<file path="src/tnec_pkg.sv">
// Shared types, constants and the month table for the timestamped name expiry check.
// Used by tnec_ctrl, tnec_dp and timestamped_name_expiry_check_core.
// No dependencies.
package tnec_pkg;

  // Field widths
  localparam int CUTOFF_W = 40;
  localparam int EPOCH_W  = 38;
  localparam int DAYS_W   = 22;
  localparam int TOD_W    = 19;

  // Name characters
  localparam logic [7:0] CH_DASH = 8'h2D;
  localparam logic [7:0] CH_DOT  = 8'h2E;
  localparam logic [7:0] CH_ZERO = 8'h30;
  localparam logic [7:0] CH_NINE = 8'h39;

  // Field lengths and the saturation point of the byte count
  localparam logic [3:0] DATE_LEN  = 4'd8;
  localparam logic [3:0] TIME_LEN  = 4'd6;
  localparam logic [3:0] COUNT_MAX = 4'd15;
  localparam logic [3:0] YEAR_END  = 4'd4;
  localparam logic [3:0] MONTH_END = 4'd6;
  localparam logic [3:0] HOUR_END  = 4'd2;
  localparam logic [3:0] MINUTE_END = 4'd4;

  // Calendar constants
  localparam logic [13:0] YEAR_BASE  = 14'd1970;
  localparam logic [13:0] YEAR_LIMIT = 14'd9999;
  // leaps through 1969: 492 - 19 + 4
  localparam logic [DAYS_W-1:0] LEAPS_BASE = 22'd477;
  localparam logic [DAYS_W-1:0] DAYS_PER_YEAR = 22'd365;
  localparam logic [16:0] SECS_PER_DAY = 17'd86400;
  // floor(x / 100) = (x * 5243) >> 19 for x below 10000
  localparam logic [26:0] RECIP_100   = 27'd5243;
  localparam int          RECIP_SHIFT = 19;

  // Parse phase of the character scanner
  typedef enum logic [1:0] {
    PH_SEEK,
    PH_DATE,
    PH_TIME,
    PH_DONE
  } phase_t;

  // Controller states
  typedef enum logic [2:0] {
    ST_IDLE,
    ST_YEAR,
    ST_DAYS,
    ST_MONTH,
    ST_MUL,
    ST_SUM,
    ST_CMP,
    ST_OUT
  } state_t;

  // Commands from controller to datapath
  typedef struct packed {
    logic take;      // character transfer this cycle
    logic year_en;   // clamp year, divide by 100
    logic days_en;   // whole-year day count
    logic month_en;  // add month and day
    logic mul_en;    // days to seconds, time of day
    logic sum_en;    // final sum
    logic res_en;    // load result, clear parser
  } cmd_t;

  // Days in the months before month index m (0 = January)
  function automatic logic [8:0] cum_days(input logic [3:0] m);
    logic [8:0] d;
    case (m)
      4'd0:    d = 9'd0;
      4'd1:    d = 9'd31;
      4'd2:    d = 9'd59;
      4'd3:    d = 9'd90;
      4'd4:    d = 9'd120;
      4'd5:    d = 9'd151;
      4'd6:    d = 9'd181;
      4'd7:    d = 9'd212;
      4'd8:    d = 9'd243;
      4'd9:    d = 9'd273;
      4'd10:   d = 9'd304;
      4'd11:   d = 9'd334;
      default: d = 9'd0;
    endcase
    return d;
  endfunction

endpackage

</file>
<file path="src/tnec_ctrl.sv">
// Controller state machine: character intake, epoch calculation steps, result handshake.
// Depends on tnec_pkg.
module tnec_ctrl import tnec_pkg::*; (
  input  logic clk,
  input  logic rst,
  input  logic in_valid,
  input  logic last_char,
  output logic in_stall,
  output logic out_valid,
  input  logic out_stall,
  output cmd_t cmd
);

  state_t state, state_next;

  // State register
  always_ff @(posedge clk) begin
    if (rst) begin
      state <= ST_IDLE;
    end else begin
      state <= state_next;
    end
  end

  // Next state and commands
  always_comb begin
    state_next = state;
    cmd        = '0;
    in_stall   = 1'b1;
    out_valid  = 1'b0;
    case (state)
      ST_IDLE: begin
        in_stall = 1'b0;
        cmd.take = in_valid;
        if (in_valid && last_char) begin
          state_next = ST_YEAR;
        end
      end
      ST_YEAR: begin
        cmd.year_en = 1'b1;
        state_next  = ST_DAYS;
      end
      ST_DAYS: begin
        cmd.days_en = 1'b1;
        state_next  = ST_MONTH;
      end
      ST_MONTH: begin
        cmd.month_en = 1'b1;
        state_next   = ST_MUL;
      end
      ST_MUL: begin
        cmd.mul_en = 1'b1;
        state_next = ST_SUM;
      end
      ST_SUM: begin
        cmd.sum_en = 1'b1;
        state_next = ST_CMP;
      end
      ST_CMP: begin
        cmd.res_en = 1'b1;
        state_next = ST_OUT;
      end
      ST_OUT: begin
        out_valid = 1'b1;
        if (!out_stall) begin
          state_next = ST_IDLE;
        end
      end
      default: begin
        state_next = ST_IDLE;
      end
    endcase
  end

  // No character is taken while a result is pending
  a_no_take_while_out: assert property (@(posedge clk) disable iff (rst)
    out_valid |-> in_stall)
    else $error("character intake open while result pending");

  // The final character starts the calculation
  a_last_starts_calc: assert property (@(posedge clk) disable iff (rst)
    (in_valid && !in_stall && last_char) |=> (state == ST_YEAR))
    else $error("last character did not start calculation");

  // Result load is followed by a valid result
  a_result_follows: assert property (@(posedge clk) disable iff (rst)
    cmd.res_en |=> out_valid)
    else $error("result not presented after load");

endmodule

</file>
<file path="src/tnec_dp.sv">
// Datapath: character parser registers, calendar arithmetic steps, cutoff register, result.
// Depends on tnec_pkg; steered by tnec_ctrl commands.
module tnec_dp import tnec_pkg::*; (
  input  logic                clk,
  input  logic                rst,
  input  cmd_t                cmd,
  input  logic [7:0]          name_char,
  input  logic                cutoff_we,
  input  logic [CUTOFF_W-1:0] cutoff_wdata,
  output logic                eligible,
  output logic                well_formed,
  output logic [EPOCH_W-1:0]  epoch_seconds
);

  // Parser state
  phase_t      phase, phase_next;
  logic [3:0]  count, count_next;
  logic        malformed, malformed_next;
  logic [13:0] year, year_next;
  logic [6:0]  month, month_next;
  logic [6:0]  day, day_next;
  logic [6:0]  hour, hour_next;
  logic [6:0]  minute, minute_next;
  logic [6:0]  second, second_next;

  logic [CUTOFF_W-1:0] cutoff;

  logic       is_digit;
  logic [3:0] digit;
  logic [3:0] count_inc;

  // Calculation registers
  logic        ok;
  logic [13:0] yc;
  logic [6:0]  q100;
  logic        leap;
  logic [DAYS_W-1:0] ydays;
  logic [DAYS_W-1:0] days;
  logic [EPOCH_W-1:0] dsecs;
  logic [TOD_W-1:0]   tod;
  logic [EPOCH_W-1:0] epoch_sum;

  // Step combinational values
  logic [13:0] yc_c;
  logic [26:0] qprod;
  logic [13:0] prod100;
  logic        leap_c;
  logic [13:0] yoff;
  logic        month_ok;
  logic [3:0]  month_idx;
  logic [8:0]  mdays;

  // Cutoff register
  always_ff @(posedge clk) begin
    if (rst) begin
      cutoff <= '0;
    end else if (cutoff_we) begin
      cutoff <= cutoff_wdata;
    end
  end

  // Character classification
  assign is_digit  = (name_char >= CH_ZERO) && (name_char <= CH_NINE);
  assign digit     = is_digit ? name_char[3:0] : 4'd0;
  assign count_inc = (count == COUNT_MAX) ? count : count + 4'd1;

  // Parser next state
  always_comb begin
    phase_next     = phase;
    count_next     = count;
    malformed_next = malformed;
    year_next      = year;
    month_next     = month;
    day_next       = day;
    hour_next      = hour;
    minute_next    = minute;
    second_next    = second;
    case (phase)
      PH_SEEK: begin
        if (name_char == CH_DASH) begin
          phase_next = PH_DATE;
          count_next = 4'd0;
        end
      end
      PH_DATE: begin
        if (name_char == CH_DASH) begin
          if (count != DATE_LEN) malformed_next = 1'b1;
          phase_next = PH_TIME;
          count_next = 4'd0;
        end else begin
          count_next = count_inc;
          if (!is_digit || count >= DATE_LEN) begin
            malformed_next = 1'b1;
          end else if (count < YEAR_END) begin
            year_next = 14'(year * 14'd10 + 14'(digit));
          end else if (count < MONTH_END) begin
            month_next = 7'(month * 7'd10 + 7'(digit));
          end else begin
            day_next = 7'(day * 7'd10 + 7'(digit));
          end
        end
      end
      PH_TIME: begin
        if (name_char == CH_DOT) begin
          if (count != TIME_LEN) malformed_next = 1'b1;
          phase_next = PH_DONE;
        end else begin
          count_next = count_inc;
          if (!is_digit || count >= TIME_LEN) begin
            malformed_next = 1'b1;
          end else if (count < HOUR_END) begin
            hour_next = 7'(hour * 7'd10 + 7'(digit));
          end else if (count < MINUTE_END) begin
            minute_next = 7'(minute * 7'd10 + 7'(digit));
          end else begin
            second_next = 7'(second * 7'd10 + 7'(digit));
          end
        end
      end
      default: begin
        // trailing characters ignored
      end
    endcase
  end

  // Parser registers; cleared when the result is loaded
  always_ff @(posedge clk) begin
    if (rst || cmd.res_en) begin
      phase     <= PH_SEEK;
      count     <= 4'd0;
      malformed <= 1'b0;
      year      <= '0;
      month     <= '0;
      day       <= '0;
      hour      <= '0;
      minute    <= '0;
      second    <= '0;
    end else if (cmd.take) begin
      phase     <= phase_next;
      count     <= count_next;
      malformed <= malformed_next;
      year      <= year_next;
      month     <= month_next;
      day       <= day_next;
      hour      <= hour_next;
      minute    <= minute_next;
      second    <= second_next;
    end
  end

  // Year step: clamp, divide by 100 through the reciprocal
  assign yc_c  = (year >= YEAR_LIMIT || year < YEAR_BASE) ? YEAR_BASE : year;
  assign qprod = 27'(yc_c) * RECIP_100;

  // Leap rule and whole-year days
  assign prod100 = 14'(q100) * 14'd100;
  assign leap_c  = (yc[1:0] == 2'b00) && ((yc != prod100) || (q100[1:0] == 2'b00));
  assign yoff    = yc - YEAR_BASE;

  // Month days
  assign month_ok  = (month >= 7'd1) && (month <= 7'd12);
  assign month_idx = month[3:0] - 4'd1;
  assign mdays     = month_ok
                     ? cum_days(month_idx) + 9'((leap && month > 7'd2) ? 1 : 0)
                     : 9'd0;

  // Calculation steps
  always_ff @(posedge clk) begin
    if (cmd.year_en) begin
      yc   <= yc_c;
      q100 <= qprod[RECIP_SHIFT+6:RECIP_SHIFT];
      ok   <= (phase == PH_DONE) && !malformed && (day != 7'd0);
    end
    if (cmd.days_en) begin
      leap  <= leap_c;
      ydays <= DAYS_W'(yoff) * DAYS_PER_YEAR + DAYS_W'(yc >> 2) - DAYS_W'(q100)
               + DAYS_W'(q100 >> 2) - DAYS_W'(leap_c) - LEAPS_BASE;
    end
    if (cmd.month_en) begin
      days <= ydays + DAYS_W'(mdays) + DAYS_W'(day) - DAYS_W'(1);
    end
    if (cmd.mul_en) begin
      // full-width product: day count times seconds per day
      dsecs <= EPOCH_W'(days) * EPOCH_W'(SECS_PER_DAY);
      tod   <= TOD_W'(hour) * TOD_W'(3600) + TOD_W'(minute) * TOD_W'(60) + TOD_W'(second);
    end
    if (cmd.sum_en) begin
      epoch_sum <= dsecs + EPOCH_W'(tod);
    end
  end

  // Result registers, held while the result waits
  always_ff @(posedge clk) begin
    if (cmd.res_en) begin
      well_formed   <= ok;
      eligible      <= ok && (CUTOFF_W'(epoch_sum) < cutoff);
      epoch_seconds <= ok ? epoch_sum : '0;
    end
  end

endmodule

</file>
<file path="src/timestamped_name_expiry_check_core.sv">
// Top level of the timestamped name expiry check.
// Depends on tnec_pkg, tnec_ctrl and tnec_dp.
//
// Usage:
// - Input channel (in_valid / in_stall, name_char, last_char) carries one name
//   byte per transfer; last_char marks the final byte. The scanner looks for
//   "-YYYYMMDD-HHMMSS." and ignores bytes after the dot.
// - Earlier bytes are taken while idle. The final byte starts a six-step
//   calculation (year clamp and divide by 100, whole-year days, month and day,
//   multiply to seconds, sum, cutoff compare), one step a cycle.
// - The result (eligible, well_formed, epoch_seconds) is presented on the
//   output channel (out_valid / out_stall) after the cutoff compare step and
//   transfers when out_stall is low.
// - in_stall is high from the last byte until the result transfers; a stalled
//   receiver holds the block with the result unchanged.
// - cutoff_we / cutoff_wdata write the cutoff (seconds since 1970) while idle.
// - Synchronous reset (rst) clears the cutoff to zero, returns the scanner to
//   searching for the first dash and drops any pending result.
module timestamped_name_expiry_check_core import tnec_pkg::*; (
  input  logic                clk,
  input  logic                rst,
  input  logic                cutoff_we,
  input  logic [CUTOFF_W-1:0] cutoff_wdata,
  input  logic                in_valid,
  output logic                in_stall,
  input  logic [7:0]          name_char,
  input  logic                last_char,
  output logic                out_valid,
  input  logic                out_stall,
  output logic                eligible,
  output logic                well_formed,
  output logic [EPOCH_W-1:0]  epoch_seconds
);

  cmd_t cmd;

  // Controller
  tnec_ctrl u_ctrl (
    .clk       (clk),
    .rst       (rst),
    .in_valid  (in_valid),
    .last_char (last_char),
    .in_stall  (in_stall),
    .out_valid (out_valid),
    .out_stall (out_stall),
    .cmd       (cmd)
  );

  // Datapath
  tnec_dp u_dp (
    .clk           (clk),
    .rst           (rst),
    .cmd           (cmd),
    .name_char     (name_char),
    .cutoff_we     (cutoff_we),
    .cutoff_wdata  (cutoff_wdata),
    .eligible      (eligible),
    .well_formed   (well_formed),
    .epoch_seconds (epoch_seconds)
  );

endmodule

</file>
<file path="config.mk">
export PLATFORM = sky130hd
export DESIGN_NAME = timestamped_name_expiry_check_core
export DESIGN_NICKNAME = d
export VERILOG_FILES = /design/src/tnec_pkg.sv /design/src/tnec_ctrl.sv /design/src/tnec_dp.sv /design/src/timestamped_name_expiry_check_core.sv
export SDC_FILE = /design/constraint.sdc
export NUM_CORES = 1
export LEC_CHECK = 0
export BUFFER_PORTS_ARGS = -buffer_cell sky130_fd_sc_hd__buf_2
export CAP_MARGIN = 30
export CORE_MARGIN = 2
export CORE_UTILIZATION = 60
export DETAILED_ROUTE_END_ITERATION = 12
export MAX_ROUTING_LAYER = met4
export PLACE_DENSITY_LB_ADDON = 0.08
export SYNTH_ARGS = -nofsm -noshare
export SYNTH_HDL_FRONTEND = slang
export SYNTH_HIERARCHICAL = 1
export SYNTH_SLANG_ARGS = --single-unit
</file>
<file path="constraint.sdc">
create_clock -name clk -period 8.3 [get_ports clk]
set_input_delay 0.83 -clock clk [delete_from_list [all_inputs] [get_ports clk]]
set_output_delay 0.83 -clock clk [all_outputs]
set_load 0.1 [all_outputs]
</file>
==> results_dict.tcl <==
set metrics [dict create \
    status "finished clean" \
    grt_pass1_wl_um 95510 \
    ff_latch_area_um2 7838 \
    synth_top_area_share_pct 22.90 \
    power_density_nw_per_um2 342.8 \
    fin_tns_setup_ns 0 \
    fin_total_pwr_mw 11.02 \
    drt_pass1_iterations 5 \
    final_nets 3890 \
    crit_top_cell "ha_1" \
    port_buffers 95 \
    startpoint "u_dp/q100[3]" \
    clock_latency_ns 0.55 \
    netlist_instances 2963 \
    numCtsBuffers 36 \
    first_global_vias 20334 \
    avgRoutedWirePerCell_um 14.93 \
    fin_crit_sh_pct 91.70 \
    p_sw_share_pct 42.70 \
    die_w_um 226.6 \
    endpoint_kind "flop" \
    synthTopCellsByCount "610 x inv_1, 544 x ha_1, 221 x fa_1" \
    synth.avg_cell_area_um2 10.03 \
    max_freq_mhz 131.4 \
    finClkSkew_ns 0.01408 \
    cp_max_fo 7 \
    cp-start-kind "flop" \
    viasPerCell 5.298 \
    grt_usage_pct 23.37 \
    fillers 3926 \
    multiInputGateArea_um2 19460 \
    routed_wl_um 56200 \
    yosys-top-cells-area "ha_1 23%, edfxtp_1 20%, fa_1 15%" \
    initial_core_util_pct 60.73 \
    hold_viol 0 \
    crit_buf_inv 3 \
    vias 19947 \
    syn_area_um2 29730 \
    place.gp.congestion 0.9042 \
    postCtsHoldBufs 0 \
    setup_violations 0 \
    drc 0 \
    grt_max_degree 52 \
    rr_startpoint "u_dp/q100[3]" \
    die_y_um 226.6 \
    postRouteAntennaNets 0 \
    crit_type "reg -> reg" \
    io-pin-count 96 \
    cts_resized 0 \
    clk_path_buf_depth 3 \
    rsz0062_at_grt "false" \
    yosysMostFrequentCell "inv_1" \
    p_int_mw 6.315 \
    clkTransAtPathRegs_ns 0.06 \
    power_switching_mw 4.706 \
    cts.sinks 294 \
    holdWs_ns 0.4244 \
    leakagePower_nw 15.67 \
    hp-class "reg -> reg" \
    syn_to_final_growth_pct 8.169 \
    yosysSeqAreaShare_pct 26.36 \
    slowest_delay_ns 0.59 \
    dp_hpwl_um 46020 \
    syn_nets 3782 \
    critPathTopFamily "adder cells" \
    cts_tree "built" \
    async_flop_share_pct 0 \
    root_buffer "clkbuf_16" \
    synth_top_cell_by_area "ha_1" \
    arrival_ns 7.88 \
    worst_pin_slew_ns 0.9305 \
    coreArea_um2 48950 \
    layout-drive-gt1-share_pct 6.292 \
    yosys_warnings 6 \
    antenna_found_initial 2 \
    slowest_stage "fa_1" \
    worstPathRequired_ns 8.57 \
    pwr-share-seq_pct 20.7 \
    synth-seq-cells 294 \
    synth_edf_count 195 \
    slew-limit-headroom_pct 37.97 \
    cap_violations 0 \
    period_needed_ns 7.611 \
    synth_cell_types 84 \
    die-area_um2 51340 \
    yosys_most_used_dff "edfxtp_1" \
    post_cts_buffers 0 \
    ir_drop_uv 283.7 \
    grt-ovfl-total 0 \
    pwr-share-comb_pct 65.9 \
    htree_levels 2 \
    drtIter0Drc 757 \
    worst_hold_startpoint "u_dp/tod[2]" \
    clkPwrFrac_pct 13.5 \
    finalMaxSlewViolations 0 \
    placementRows 81 \
]
## through the flow
| stage | std cells | area, um2 | setup WS (ns) | util, % |
|---|---|---|---|---|
| 2_1_floorplan | 2963 | 29730 | 1.299 | - |
| 3_3_place_gp | 3693 | 30950 | 0.8058 | 63.22 |
| 3_5_place_dp | 3696 | 31010 | 0.6178 | 63.36 |
| 4_1_cts | 3762 | 32130 | 0.6135 | 65.64 |
| 5_1_grt | 3765 | 32160 | 0.2563 | 65.69 |
| 6_report | 3765 | 32160 | 0.6887 | 65.69 |
## cell families after synthesis
kind of cell	Yosys count	synth area share (%)
DFF	294	26.36
buffers and inverters	646	8.212
muxes	70	2.357
adders and majority gates	765	37.78
and+or+nand+nor	568	9.921
xor gates and xnor gates	216	6.435
AOI/OAI and AO/OA	404	8.931
## flip-flops by register name (all words and copies together), names as in the netlist, 14 cells and up
signal	flops
u_dp/epoch_sum	38
u_dp/yc	14
u_dp/epoch_seconds	38
u_dp/days	22
u_dp/cutoff	40
u_dp/dsecs	31
u_dp/year	14
u_dp/ydays	22
u_dp/tod	19
## metal layers
| metal | track usage, % | routed length (um) | up-vias |
|---|---|---|---|
| li1 | - | - | 10132 |
| met1 | 28.79 | 25220 | 9467 |
| met2 | 40.85 | 28230 | 267 |
| met3 | 2.410 | 1560 | 81 |
| met4 | 6.643 | 1190 | 0 |
| met5 | - | 0 | - |
## area by class of cell
class                   count  area share (%)
clock buffers              43           2.883
flip-flops and latches    294           24.37
multi-input cells        2023           60.52
clock inverters            23          0.5914
well taps                 664           2.584
repair buffers            106           1.914
diodes                      2         0.01556
inverters                 610           7.121
## worst paths after layout
path	to	slack [ns]	depth (start not counted)
setup / recovery	u_dp/ydays[21]	0.69	29
hold / removal	u_dp/epoch_sum[2]	0.42	0
setup reg to reg	u_dp/ydays[21]	0.69	29
hold reg to reg	u_dp/epoch_sum[2]	0.42	0
## cell usage in the layout, fill, tap and decap left out, drive strengths merged, types with 56 or more instances in the layout
cell / count
and2: 56
edfxtp: 195
inv: 612
xnor2: 165
o21ai: 87
buf: 106
nand2: 73
fa: 221
a21oi: 113
mux2i: 70
nor2: 182
ha: 544
dfxtp: 99
## power by group through the flow
| stage | Sequential, mW | Clock [mW] | Combinational, mW |
|---|---|---|---|
| after floorplan | 2.28 | 0 | 5.95 |
| after global placement | 2.31 | 0 | 7.06 |
| after detailed placement | 2.31 | 0 | 7.24 |
| after CTS | 2.28 | 1.54 | 7.31 |
| after global routing | 2.29 | 1.59 | 8.37 |
| final | 2.28 | 1.49 | 7.26 |
(Power assumes the default switching activity.)
